$ cat config.mk
export PLATFORM = sky130hd
export DESIGN_NAME = wav_rf64_header_parser_top
export DESIGN_NICKNAME = d
export VERILOG_FILES = /design/src/rtl/wrhp_pkg.sv /design/src/rtl/wav_rf64_header_parser_top.sv /design/src/rtl/wrhp_front.sv /design/src/rtl/wrhp_fifo.sv /design/src/rtl/wrhp_back.sv
export SDC_FILE = /design/constraint.sdc
export NUM_CORES = 1
export LEC_CHECK = 0
export BUFFER_PORTS_ARGS = -buffer_cell sky130_fd_sc_hd__buf_4
export CAP_MARGIN = 20
export CORE_ASPECT_RATIO = 0.5
export CORE_MARGIN = 8
export CORE_UTILIZATION = 42
export CTS_CLUSTER_DIAMETER = 150
export CTS_CLUSTER_SIZE = 24
export DETAILED_ROUTE_END_ITERATION = 16
export HOLD_SLACK_MARGIN = 0.03
export SYNTH_ARGS = -nofsm -noshare
export SYNTH_HDL_FRONTEND = slang
export SYNTH_HIERARCHICAL = 1
export SYNTH_SLANG_ARGS = --single-unit
$ cat constraint.sdc
create_clock -name i_clk -period 8.1 [get_ports i_clk]
set_input_delay 0 -clock i_clk [delete_from_list [all_inputs] [get_ports i_clk]]
set_output_delay 0 -clock i_clk [all_outputs]
set_load 0.02 [all_outputs]
$ cat src/rtl/wrhp_pkg.sv
// Package for the WAV/RF64 header parser: parse phases, chunk identifiers,
// status codes and the front-to-back word type. No dependencies.
`default_nettype none
package wrhp_pkg;
    localparam int HeaderBytes = 65536;
    localparam int PosWidth = 17;

    typedef enum logic [2:0] {
        PH_SIG  = 3'd0,
        PH_CHDR = 3'd1,
        PH_SKIP = 3'd2,
        PH_FMT  = 3'd3,
        PH_DS64 = 3'd4,
        PH_HALT = 3'd5
    } t_phase;

    localparam logic [31:0] ID_RIFF = 32'h52494646;
    localparam logic [31:0] ID_RF64 = 32'h52463634;
    localparam logic [31:0] ID_WAVE = 32'h57415645;
    localparam logic [31:0] ID_FMT  = 32'h666D7420;
    localparam logic [31:0] ID_DATA = 32'h64617461;
    localparam logic [31:0] ID_DS64 = 32'h64733634;

    localparam logic [1:0] ST_OK   = 2'd0;
    localparam logic [1:0] ST_BAD  = 2'd1;
    localparam logic [1:0] ST_TAG  = 2'd2;

    typedef struct packed {
        logic [7:0] data;
        logic       last;
        logic       take;
    } t_word;
endpackage
`default_nettype wire

$ cat src/rtl/wav_rf64_header_parser_top.sv
// Top level of the WAV/RF64 header parser: front, queue and back parts.
// Depends on wrhp_pkg, wrhp_front, wrhp_fifo and wrhp_back.
// One word is accepted per cycle and the back part walks one byte per cycle,
// both unless stalled. The result is registered in the back part when the
// word marked last leaves the queue. Synchronous active-low reset clears all
// control state; parsing restarts after every result.
`default_nettype none
module wav_rf64_header_parser_top #(
    parameter int HEADER_BYTES = wrhp_pkg::HeaderBytes
) (
    input  wire          i_clk,
    input  wire          i_rst_n,
    input  wire          s_axis_tvalid,
    output logic         s_axis_tready,
    input  wire  [7:0]   s_axis_tdata,   // header_byte
    input  wire          s_axis_tlast,   // end_of_header
    output logic         m_axis_tvalid,
    input  wire          m_axis_tready,
    // status[1:0], is_rf64[2], channel_count[18:3], sample_rate_hz[50:19],
    // sample_bits[66:51], payload_offset[83:67], payload_size[147:84], zero fill
    output logic [151:0] m_axis_tdata
);
    wrhp_pkg::t_word w_fw, w_qw;
    logic w_fv, w_fr, w_qv, w_qr;
    logic [1:0] st;
    logic rf;
    logic [15:0] ch, bits;
    logic [31:0] rate;
    logic [16:0] off;
    logic [63:0] sz;

    wrhp_front #(.HEADER_BYTES(HEADER_BYTES)) u_front (
        .i_clk, .i_rst_n, .i_valid(s_axis_tvalid), .o_ready(s_axis_tready),
        .i_data(s_axis_tdata), .i_last(s_axis_tlast),
        .o_valid(w_fv), .i_ready(w_fr), .o_word(w_fw));
    wrhp_fifo u_fifo (
        .i_clk, .i_rst_n, .i_valid(w_fv), .o_ready(w_fr), .i_word(w_fw),
        .o_valid(w_qv), .i_ready(w_qr), .o_word(w_qw));
    wrhp_back u_back (
        .i_clk, .i_rst_n, .i_valid(w_qv), .o_ready(w_qr), .i_word(w_qw),
        .o_valid(m_axis_tvalid), .i_ready(m_axis_tready), .o_status(st),
        .o_is_rf64(rf), .o_channel_count(ch), .o_sample_rate_hz(rate),
        .o_sample_bits(bits), .o_payload_offset(off), .o_payload_size(sz));

    assign m_axis_tdata = {4'd0, sz, off, bits, rate, ch, rf, st};
endmodule
`default_nettype wire

$ cat src/rtl/wrhp_front.sv
// Front part of the header parser: accepts input words and marks whether each
// still falls within the header window. Depends on wrhp_pkg.
`default_nettype none
module wrhp_front #(
    parameter int HEADER_BYTES = wrhp_pkg::HeaderBytes
) (
    input  wire                i_clk,
    input  wire                i_rst_n,
    input  wire                i_valid,
    output logic               o_ready,
    input  wire  [7:0]         i_data,
    input  wire                i_last,
    output logic               o_valid,
    input  wire                i_ready,
    output wrhp_pkg::t_word    o_word
);
    localparam int CntW = $clog2(HEADER_BYTES + 1);
    logic [CntW-1:0] r_count, n_count;
    logic            r_valid;
    wrhp_pkg::t_word r_word;
    logic            w_acc;

    assign o_ready = !r_valid || i_ready;
    assign w_acc   = i_valid && o_ready;
    assign o_valid = r_valid;
    assign o_word  = r_word;

    always_comb begin
        n_count = r_count;
        if (w_acc) begin
            if (i_last) begin
                n_count = '0;
            end else if (r_count < CntW'(HEADER_BYTES)) begin
                n_count = r_count + 1'b1;
            end
        end
    end

    always_ff @(posedge i_clk) begin
        if (!i_rst_n) begin
            r_count <= '0;
            r_valid <= 1'b0;
        end else begin
            r_count <= n_count;
            if (o_ready) r_valid <= i_valid;
        end
        if (w_acc) begin
            r_word.data <= i_data;
            r_word.last <= i_last;
            r_word.take <= r_count < CntW'(HEADER_BYTES);
        end
    end
endmodule
`default_nettype wire

$ cat src/rtl/wrhp_fifo.sv
// Two-entry queue between front and back of the header parser.
// Depends on wrhp_pkg.
`default_nettype none
module wrhp_fifo (
    input  wire             i_clk,
    input  wire             i_rst_n,
    input  wire             i_valid,
    output logic            o_ready,
    input  wrhp_pkg::t_word i_word,
    output logic            o_valid,
    input  wire             i_ready,
    output wrhp_pkg::t_word o_word
);
    wrhp_pkg::t_word r_mem [2];
    logic r_wp, r_rp;
    logic [1:0] r_cnt;
    logic w_push, w_pop;

    assign o_ready = r_cnt != 2'd2;
    assign o_valid = r_cnt != 2'd0;
    assign o_word  = r_mem[r_rp];
    assign w_push  = i_valid && o_ready;
    assign w_pop   = o_valid && i_ready;

    always_ff @(posedge i_clk) begin
        if (!i_rst_n) begin
            r_wp <= 1'b0;
            r_rp <= 1'b0;
            r_cnt <= 2'd0;
        end else begin
            if (w_push) r_wp <= !r_wp;
            if (w_pop) r_rp <= !r_rp;
            r_cnt <= r_cnt + {1'b0, w_push} - {1'b0, w_pop};
        end
        if (w_push) r_mem[r_wp] <= i_word;
    end

    assert property (@(posedge i_clk) disable iff (!i_rst_n)
        r_cnt == 2'd2 |-> !o_ready) else $error("queue full but ready");
    assert property (@(posedge i_clk) disable iff (!i_rst_n)
        r_cnt != 2'd3) else $error("queue count overflow");
    assert property (@(posedge i_clk) disable iff (!i_rst_n)
        (w_push && !w_pop) |=> r_cnt != 2'd0) else $error("push lost");
endmodule
`default_nettype wire

$ cat src/rtl/wrhp_back.sv
// Back part of the header parser: walks the chunks, captures the fmt, data
// and ds64 fields and forms the status word. Depends on wrhp_pkg.
`default_nettype none
module wrhp_back (
    input  wire              i_clk,
    input  wire              i_rst_n,
    input  wire              i_valid,
    output logic             o_ready,
    input  wrhp_pkg::t_word  i_word,
    output logic             o_valid,
    input  wire              i_ready,
    output logic [1:0]       o_status,
    output logic             o_is_rf64,
    output logic [15:0]      o_channel_count,
    output logic [31:0]      o_sample_rate_hz,
    output logic [15:0]      o_sample_bits,
    output logic [16:0]      o_payload_offset,
    output logic [63:0]      o_payload_size
);
    wrhp_pkg::t_phase r_ph, n_ph;
    logic [16:0] r_pos, n_pos;
    logic [31:0] r_tag, n_tag, r_csz, n_csz;
    logic [32:0] r_idx, n_idx;
    logic [15:0] r_ftag, n_ftag, r_ch, n_ch, r_bits, n_bits;
    logic [31:0] r_rate, n_rate, r_ksz, n_ksz;
    logic [16:0] r_off, n_off;
    logic [63:0] r_ds, n_ds;
    logic        r_riff, n_riff, r_rf64, n_rf64, r_ffmt, n_ffmt;
    logic        r_fdata, n_fdata, r_fds, n_fds, r_err2, n_err2, r_full, n_full;
    logic        r_ovalid;
    logic        w_acc;
    logic [32:0] w_blen;
    logic [31:0] w_shift, w_csz;
    logic [32:0] w_inext;
    logic [7:0]  b;
    logic [1:0]  f_st;
    logic [15:0] f_ch, f_bits;
    logic [31:0] f_rate;
    logic [63:0] f_ds;
    logic        f_err2;

    assign o_ready = !r_ovalid || i_ready;
    assign w_acc   = i_valid && o_ready;
    assign o_valid = r_ovalid;
    assign b       = i_word.data;
    assign w_blen  = {1'b0, r_csz} + {32'd0, r_csz[0]};
    assign w_shift = {r_tag[23:0], b};
    assign w_inext = r_idx + 33'd1;

    always_comb begin
        n_ph = r_ph; n_pos = r_pos; n_tag = r_tag; n_csz = r_csz; n_idx = r_idx;
        n_ftag = r_ftag; n_ch = r_ch; n_bits = r_bits; n_rate = r_rate;
        n_ksz = r_ksz; n_off = r_off; n_ds = r_ds; n_riff = r_riff;
        n_rf64 = r_rf64; n_ffmt = r_ffmt; n_fdata = r_fdata; n_fds = r_fds;
        n_err2 = r_err2; n_full = r_full;
        w_csz = r_csz;
        if (w_acc && i_word.take) begin
            if (r_pos == 17'd43) n_full = 1'b1;
            n_pos = r_pos + 17'd1;
            unique case (r_ph)
                wrhp_pkg::PH_SIG: begin
                    if (r_pos < 17'd4 || r_pos >= 17'd8) n_tag = w_shift;
                    if (r_pos == 17'd3) begin
                        if (w_shift == wrhp_pkg::ID_RIFF) n_riff = 1'b1;
                        else if (w_shift == wrhp_pkg::ID_RF64) n_rf64 = 1'b1;
                        n_tag = '0;
                    end
                    if (r_pos == 17'd11) begin
                        if (w_shift != wrhp_pkg::ID_WAVE) begin
                            n_riff = 1'b0; n_rf64 = 1'b0;
                        end
                        n_tag = '0; n_idx = '0; n_ph = wrhp_pkg::PH_CHDR;
                    end
                end
                wrhp_pkg::PH_CHDR: begin
                    if (r_idx < 33'd4) begin
                        n_tag = w_shift;
                    end else begin
                        case (r_idx[1:0])
                            2'd0: w_csz = {24'd0, b};
                            2'd1: w_csz = {r_csz[31:16], b, r_csz[7:0]};
                            2'd2: w_csz = {r_csz[31:24], b, r_csz[15:0]};
                            default: w_csz = {b, r_csz[23:0]};
                        endcase
                        n_csz = w_csz;
                    end
                    n_idx = w_inext;
                    if (r_idx == 33'd7) begin
                        n_idx = '0;
                        n_ph = wrhp_pkg::PH_SKIP;
                        if (r_tag == wrhp_pkg::ID_FMT) begin
                            if (w_csz >= 32'd16) begin
                                n_ph = wrhp_pkg::PH_FMT;
                                n_ftag = '0; n_ch = '0; n_rate = '0; n_bits = '0;
                            end
                        end else if (r_tag == wrhp_pkg::ID_DATA) begin
                            n_fdata = 1'b1;
                            n_off = r_pos + 17'd1;
                            if (!r_rf64) n_ksz = w_csz;
                        end else if (r_tag == wrhp_pkg::ID_DS64) begin
                            n_fds = 1'b1;
                            if (w_csz >= 32'd24) begin
                                n_ph = wrhp_pkg::PH_DS64; n_ds = '0;
                            end
                        end
                        if (w_csz == 32'd0) begin
                            n_ph = wrhp_pkg::PH_CHDR; n_tag = '0;
                        end
                    end
                end
                wrhp_pkg::PH_SKIP, wrhp_pkg::PH_FMT, wrhp_pkg::PH_DS64: begin
                    if (r_ph == wrhp_pkg::PH_FMT) begin
                        if (r_idx == 33'd0) n_ftag[7:0] = b;
                        if (r_idx == 33'd1) n_ftag[15:8] = b;
                        if (r_idx == 33'd2) n_ch[7:0] = b;
                        if (r_idx == 33'd3) n_ch[15:8] = b;
                        if (r_idx == 33'd4) n_rate[7:0] = b;
                        if (r_idx == 33'd5) n_rate[15:8] = b;
                        if (r_idx == 33'd6) n_rate[23:16] = b;
                        if (r_idx == 33'd7) n_rate[31:24] = b;
                        if (r_idx == 33'd14) n_bits[7:0] = b;
                        if (r_idx == 33'd15) n_bits[15:8] = b;
                    end
                    if (r_ph == wrhp_pkg::PH_DS64 && r_idx >= 33'd8 && r_idx < 33'd16) begin
                        n_ds[8*r_idx[2:0] +: 8] = b;
                    end
                    n_idx = w_inext;
                    if (w_inext >= w_blen) begin
                        n_ph = wrhp_pkg::PH_CHDR; n_idx = '0; n_tag = '0;
                    end
                    if (r_ph == wrhp_pkg::PH_FMT && r_idx == 33'd1) begin
                        if (n_ftag == 16'd1 || n_ftag == 16'd3 ||
                            n_ftag == 16'd6 || n_ftag == 16'd7) begin
                            n_ffmt = 1'b1;
                        end else begin
                            n_err2 = 1'b1; n_ph = wrhp_pkg::PH_HALT;
                            n_idx = w_inext;
                        end
                    end
                end
                default: begin
                end
            endcase
        end
    end

    always_comb begin
        f_ch = n_ch; f_rate = n_rate; f_bits = n_bits; f_ds = n_ds;
        f_err2 = n_err2;
        if (n_ph == wrhp_pkg::PH_FMT) begin
            if (n_idx < 33'd2) f_err2 = 1'b1;
            if (n_idx < 33'd4) f_ch = '0;
            if (n_idx < 33'd8) f_rate = '0;
            if (n_idx < 33'd16) f_bits = '0;
        end else if (n_ph == wrhp_pkg::PH_DS64) begin
            if (n_idx < 33'd16) f_ds = '0;
        end
        if (!n_full || !(n_riff || n_rf64)) f_st = wrhp_pkg::ST_BAD;
        else if (f_err2) f_st = wrhp_pkg::ST_TAG;
        else if (!n_ffmt || !n_fdata) f_st = wrhp_pkg::ST_BAD;
        else f_st = wrhp_pkg::ST_OK;
    end

    always_ff @(posedge i_clk) begin
        if (!i_rst_n || (w_acc && i_word.last)) begin
            r_ph <= wrhp_pkg::PH_SIG; r_pos <= '0; r_tag <= '0; r_csz <= '0;
            r_idx <= '0; r_ftag <= '0; r_ch <= '0; r_bits <= '0; r_rate <= '0;
            r_ksz <= '0; r_off <= '0; r_ds <= '0; r_riff <= 1'b0;
            r_rf64 <= 1'b0; r_ffmt <= 1'b0; r_fdata <= 1'b0; r_fds <= 1'b0;
            r_err2 <= 1'b0; r_full <= 1'b0;
        end else begin
            r_ph <= n_ph; r_pos <= n_pos; r_tag <= n_tag; r_csz <= n_csz;
            r_idx <= n_idx; r_ftag <= n_ftag; r_ch <= n_ch; r_bits <= n_bits;
            r_rate <= n_rate; r_ksz <= n_ksz; r_off <= n_off; r_ds <= n_ds;
            r_riff <= n_riff; r_rf64 <= n_rf64; r_ffmt <= n_ffmt;
            r_fdata <= n_fdata; r_fds <= n_fds; r_err2 <= n_err2; r_full <= n_full;
        end
        if (!i_rst_n) begin
            r_ovalid <= 1'b0;
        end else if (o_ready) begin
            r_ovalid <= w_acc && i_word.last;
        end
        if (w_acc && i_word.last) begin
            o_status <= f_st;
            o_is_rf64 <= (f_st == wrhp_pkg::ST_OK) && n_rf64;
            o_channel_count <= (f_st == wrhp_pkg::ST_OK) ? f_ch : '0;
            o_sample_rate_hz <= (f_st == wrhp_pkg::ST_OK) ? f_rate : '0;
            o_sample_bits <= (f_st == wrhp_pkg::ST_OK) ? f_bits : '0;
            o_payload_offset <= (f_st == wrhp_pkg::ST_OK) ? n_off : '0;
            o_payload_size <= (f_st != wrhp_pkg::ST_OK) ? 64'd0 :
                              n_rf64 ? (n_fds ? f_ds : 64'd0) : {32'd0, n_ksz};
        end
    end

    assert property (@(posedge i_clk) disable iff (!i_rst_n)
        o_valid && o_status != wrhp_pkg::ST_OK |-> o_payload_size == 64'd0)
        else $error("error result carries data");
    assert property (@(posedge i_clk) disable iff (!i_rst_n)
        o_valid && !i_ready |=> o_valid && $stable(o_status))
        else $error("result dropped");
    assert property (@(posedge i_clk) disable iff (!i_rst_n)
        o_valid && o_status == wrhp_pkg::ST_OK |-> o_payload_offset >= 17'd20)
        else $error("ok result with impossible offset");
endmodule
`default_nettype wire
==> metrics.yaml <==
drt:
  drt_pre_antenna_iters: 5
  vias: 18770
  wirelength_um: 66060
  route.detailed.drc: 0
  routedWlPerCell_um: 20.55
  viasPerCell: 5.837
  drtAntennaViolNets: 0
  drt_iter0_markers: 2010
yosys:
  syn_inst: 2432
  ys_types: 86
  yosys.area.top_type: "dfxtp_1"
  yosys_register_bits: 519
  yosysSeqAreaShare: 0.5292
  yosys-top-cells-area: "dfxtp_1 30%, edfxtp_1 23%, nor2_1 9.3%"
  synth_edf_count: 178
  synthFlopType: "dfxtp_1"
  synth_common_cells: "571 x nor2_1, 341 x dfxtp_1, 227 x a22oi_1"
  synth.most_common_cell: "nor2_1"
  synthDominantCellAreaShare: 0.2968
  syn_area_um2: 23000
  ys_warn_count: 6
  avgSynthCellArea_um2: 9.457
  synthArstFlopShare: 0
worst_setup_path:
  r2r-end: "u_back/o_payload_size[49]"
  crit_type: "reg2reg"
  reg2reg_depth: 20
  worstSetupEndpointType: "register"
  worstPathArrival_ps: 6960
  reg2reg_slack_ps: 1490
  r2r_start: "u_back/r_idx[0]"
  worstPathRequired_ps: 8440
  startpoint_type: "register"
  crit_fanout: 40
clock_tree:
  path_clk_slew_ps: 110
  cts_setup_buffers: 0
  htreeDepth: 1
  cts_sinks: 519
  clock_latency_ps: 600
  cts_buffers: 25
  cts_tree: "built"
  clock_path_buffers: 3
  cts_root_buf: "clkbuf_16"
  post_cts_resized: 0
  cts_hold_buf: 13
global_route:
  grt_max_degree: 172
  grt_pass1_wl_um: 102600
  gr-usage-all-layers: 0.1988
  antenna_found_initial: 0
  first_global_vias: 17480
  overflow: 0
outcome:
  outcome: "completed"
floorplan:
  initial_core_util: 0.4267
  io_pins: 167
  chipHeight_um: 181.5
  die_area_um2: 62960
  die_w_um: 346.9
  core_area_um2: 53900
  row_count: 60
sta:
  setup_viol: 0
  timing.final.crit_period_ps: 6614
  slew-limit-headroom: 0.1779
  fin_ws_ps: 1486
  tns_ps: 0
  final-max-slew-violation-count: 0
  rsz0062_at_grt: "false"
  finalCritPeriodShare: 0.8166
  finalHoldViolCount: 0
  finClkSkew_ps: 27.37
  fmax_mhz: 151.2
  tightest_slew_ps: 1233
finish:
  antenna_cells: 0
  fin_nets: 2537
  drive_gt1_frac: 0.1103
  area_growth_pct: 10.90
  n_fill_cell: 5157
placement:
  routabilityCongestion: 0.9212
  portBuffers: 162
  dp_hpwl_um: 44990
  place_ws_ps: 1621
worst_hold_path:
  hold-path-endpoint: "u_front/o_word[6]"
  hold_path.startpoint: "s_axis_tdata[4]"
  holdCritPathClass: "in2reg"
  min_delay_path_depth: 2
pwr:
  power_leakage_nw: 8.522
  power.density_nw_per_um2: 252.5
  ir_drop_v: 0.0002357
run:
  cap_violations: 0
==> how the worst max path moves through the flow <==
stage	startpoint	end	slack, ps	depth (start not counted)
after floorplan	u_back/r_idx[17]	u_back/o_payload_size[3]	3290	19
after detailed placement	u_back/r_idx[0]	u_back/o_payload_size[49]	1620	20
after global routing	u_back/r_idx[0]	u_back/o_payload_size[23]	1110	18
final	u_back/r_idx[0]	u_back/o_payload_size[49]	1490	20
after global placement	u_back/r_idx[0]	u_back/o_payload_size[54]	1770	20
after CTS	u_back/r_idx[0]	u_back/o_payload_size[49]	1590	20
==> through the flow <==
stage | instance area (um^2) | hold slack (ps) | instances | utilization | power (mW)
floorplan | 23010 | 98.87 | 2435 | - | 4.253
global placement | 24600 | 179.2 | 3154 | 0.4565 | 4.998
detailed placement | 24600 | 179.5 | 3154 | 0.4565 | 5.001
CTS | 25460 | 88.19 | 3213 | 0.4724 | 6.434
global route | 25510 | 93.08 | 3215 | 0.4732 | 6.707
finish | 25510 | 117.9 | 3215 | 0.4732 | 6.440
==> flip-flops by register name, summed over array words and instances (netlist names), 2 cells and up, named ones only <==
register	count
u_back/o_payload_size	64
u_back/r_ds	64
u_back/r_idx	33
u_back/o_sample_rate_hz	32
u_back/r_csz	32
u_back/r_ksz	32
u_back/r_rate	32
u_back/r_tag	32
u_fifo/r_mem	20
u_back/o_payload_offset	17
u_back/r_off	17
u_back/r_pos	17
u_front/r_count	17
u_back/o_channel_count	16
u_back/o_sample_bits	16
u_back/r_bits	16
u_back/r_ch	16
u_back/r_ftag	16
u_front/o_word	10
u_back/r_ph	3
u_back/o_status	2
u_fifo/r_cnt	2
==> layout by cell type, fill, tap and decap left out, drive strengths merged, types with 7 or more instances in the layout <==
master         n
or3           13
buf          192
clkbuf        44
o22ai         35
a31oi          7
mux2i          7
dfxtp        341
nor3          40
nor2b         10
or2           10
and4          17
nor2         572
xnor2         50
a211oi        12
o31ai         13
and2          12
nor4b          8
and3          29
o21ai         45
ha            41
inv           29
nand2b        10
a22oi        227
a21oi        129
dlygate4sd3   13
nand2        117
or4           16
nor4          30
edfxtp       178
a32oi         16
mux2          13
nand4         47
nand3         57
xor2          46
==> power breakdown <==
part	switching [mW]	internal (mW)	leakage, nW
combinational	1.38	0.493	3.75
sequential	0.142	2.99	4.43
clock	0.840	0.599	0.346
total	2.36	4.08	8.52
==> cells by family (layout without fill, tap and decap cells) <==
family,Yosys count,after routing,share of synthesized area
AO/OA/AOI/OAI,531,531,0.1584
XOR/XNOR,96,96,0.03656
adder cells (fa/ha/maj),41,41,0.02230
buffers and inverters,211,278,0.03775
flip-flops,519,519,0.5292
multiplexers,20,20,0.009411
other,1,4,0.0001630
AND/OR/NAND/NOR,1013,1013,0.2062
==> critical path: stages, from the launching register on <==
cell	delay, ps
dfxtp_1	650
ha_1	280
and4_1	390
nand4_1	390
nor2_1	260
nand2_1	130
xnor2_1	170
ha_1	320
nand4_1	100
nor3_1	330
o311ai_0	220
a31oi_1	640
o31ai_1	350
nor2_4	240
a221oi_2	100
a221o_1	380
nand3b_1	240
a41oi_4	170
buf_4	450
buf_4	390
nor2_1	100
==> final cells by class <==
class / instances / area [um^2] / share of cell area
tap: 713 / 892.1 / 0.03498
inverter: 27 / 106.4 / 0.004170
sequential: 519 / 12170 / 0.4772
clock inverter: 2 / 31.28 / 0.001226
multi-input combinational: 1705 / 9996 / 0.3919
timing repair buffer: 205 / 1612 / 0.06318
clock buffer: 44 / 696.9 / 0.02732
==> routing by layer <==
metal / up-vias / global-route usage / wire (um)
met5: - / 0 / 0
met4: 0 / 0.03927 / 1309
met3: 84 / 0.03099 / 4433
met2: 659 / 0.3090 / 29180
met1: 9174 / 0.2922 / 31140
li1: 8849 / - / -
Note: power is estimated with default switching activity, not from simulation.
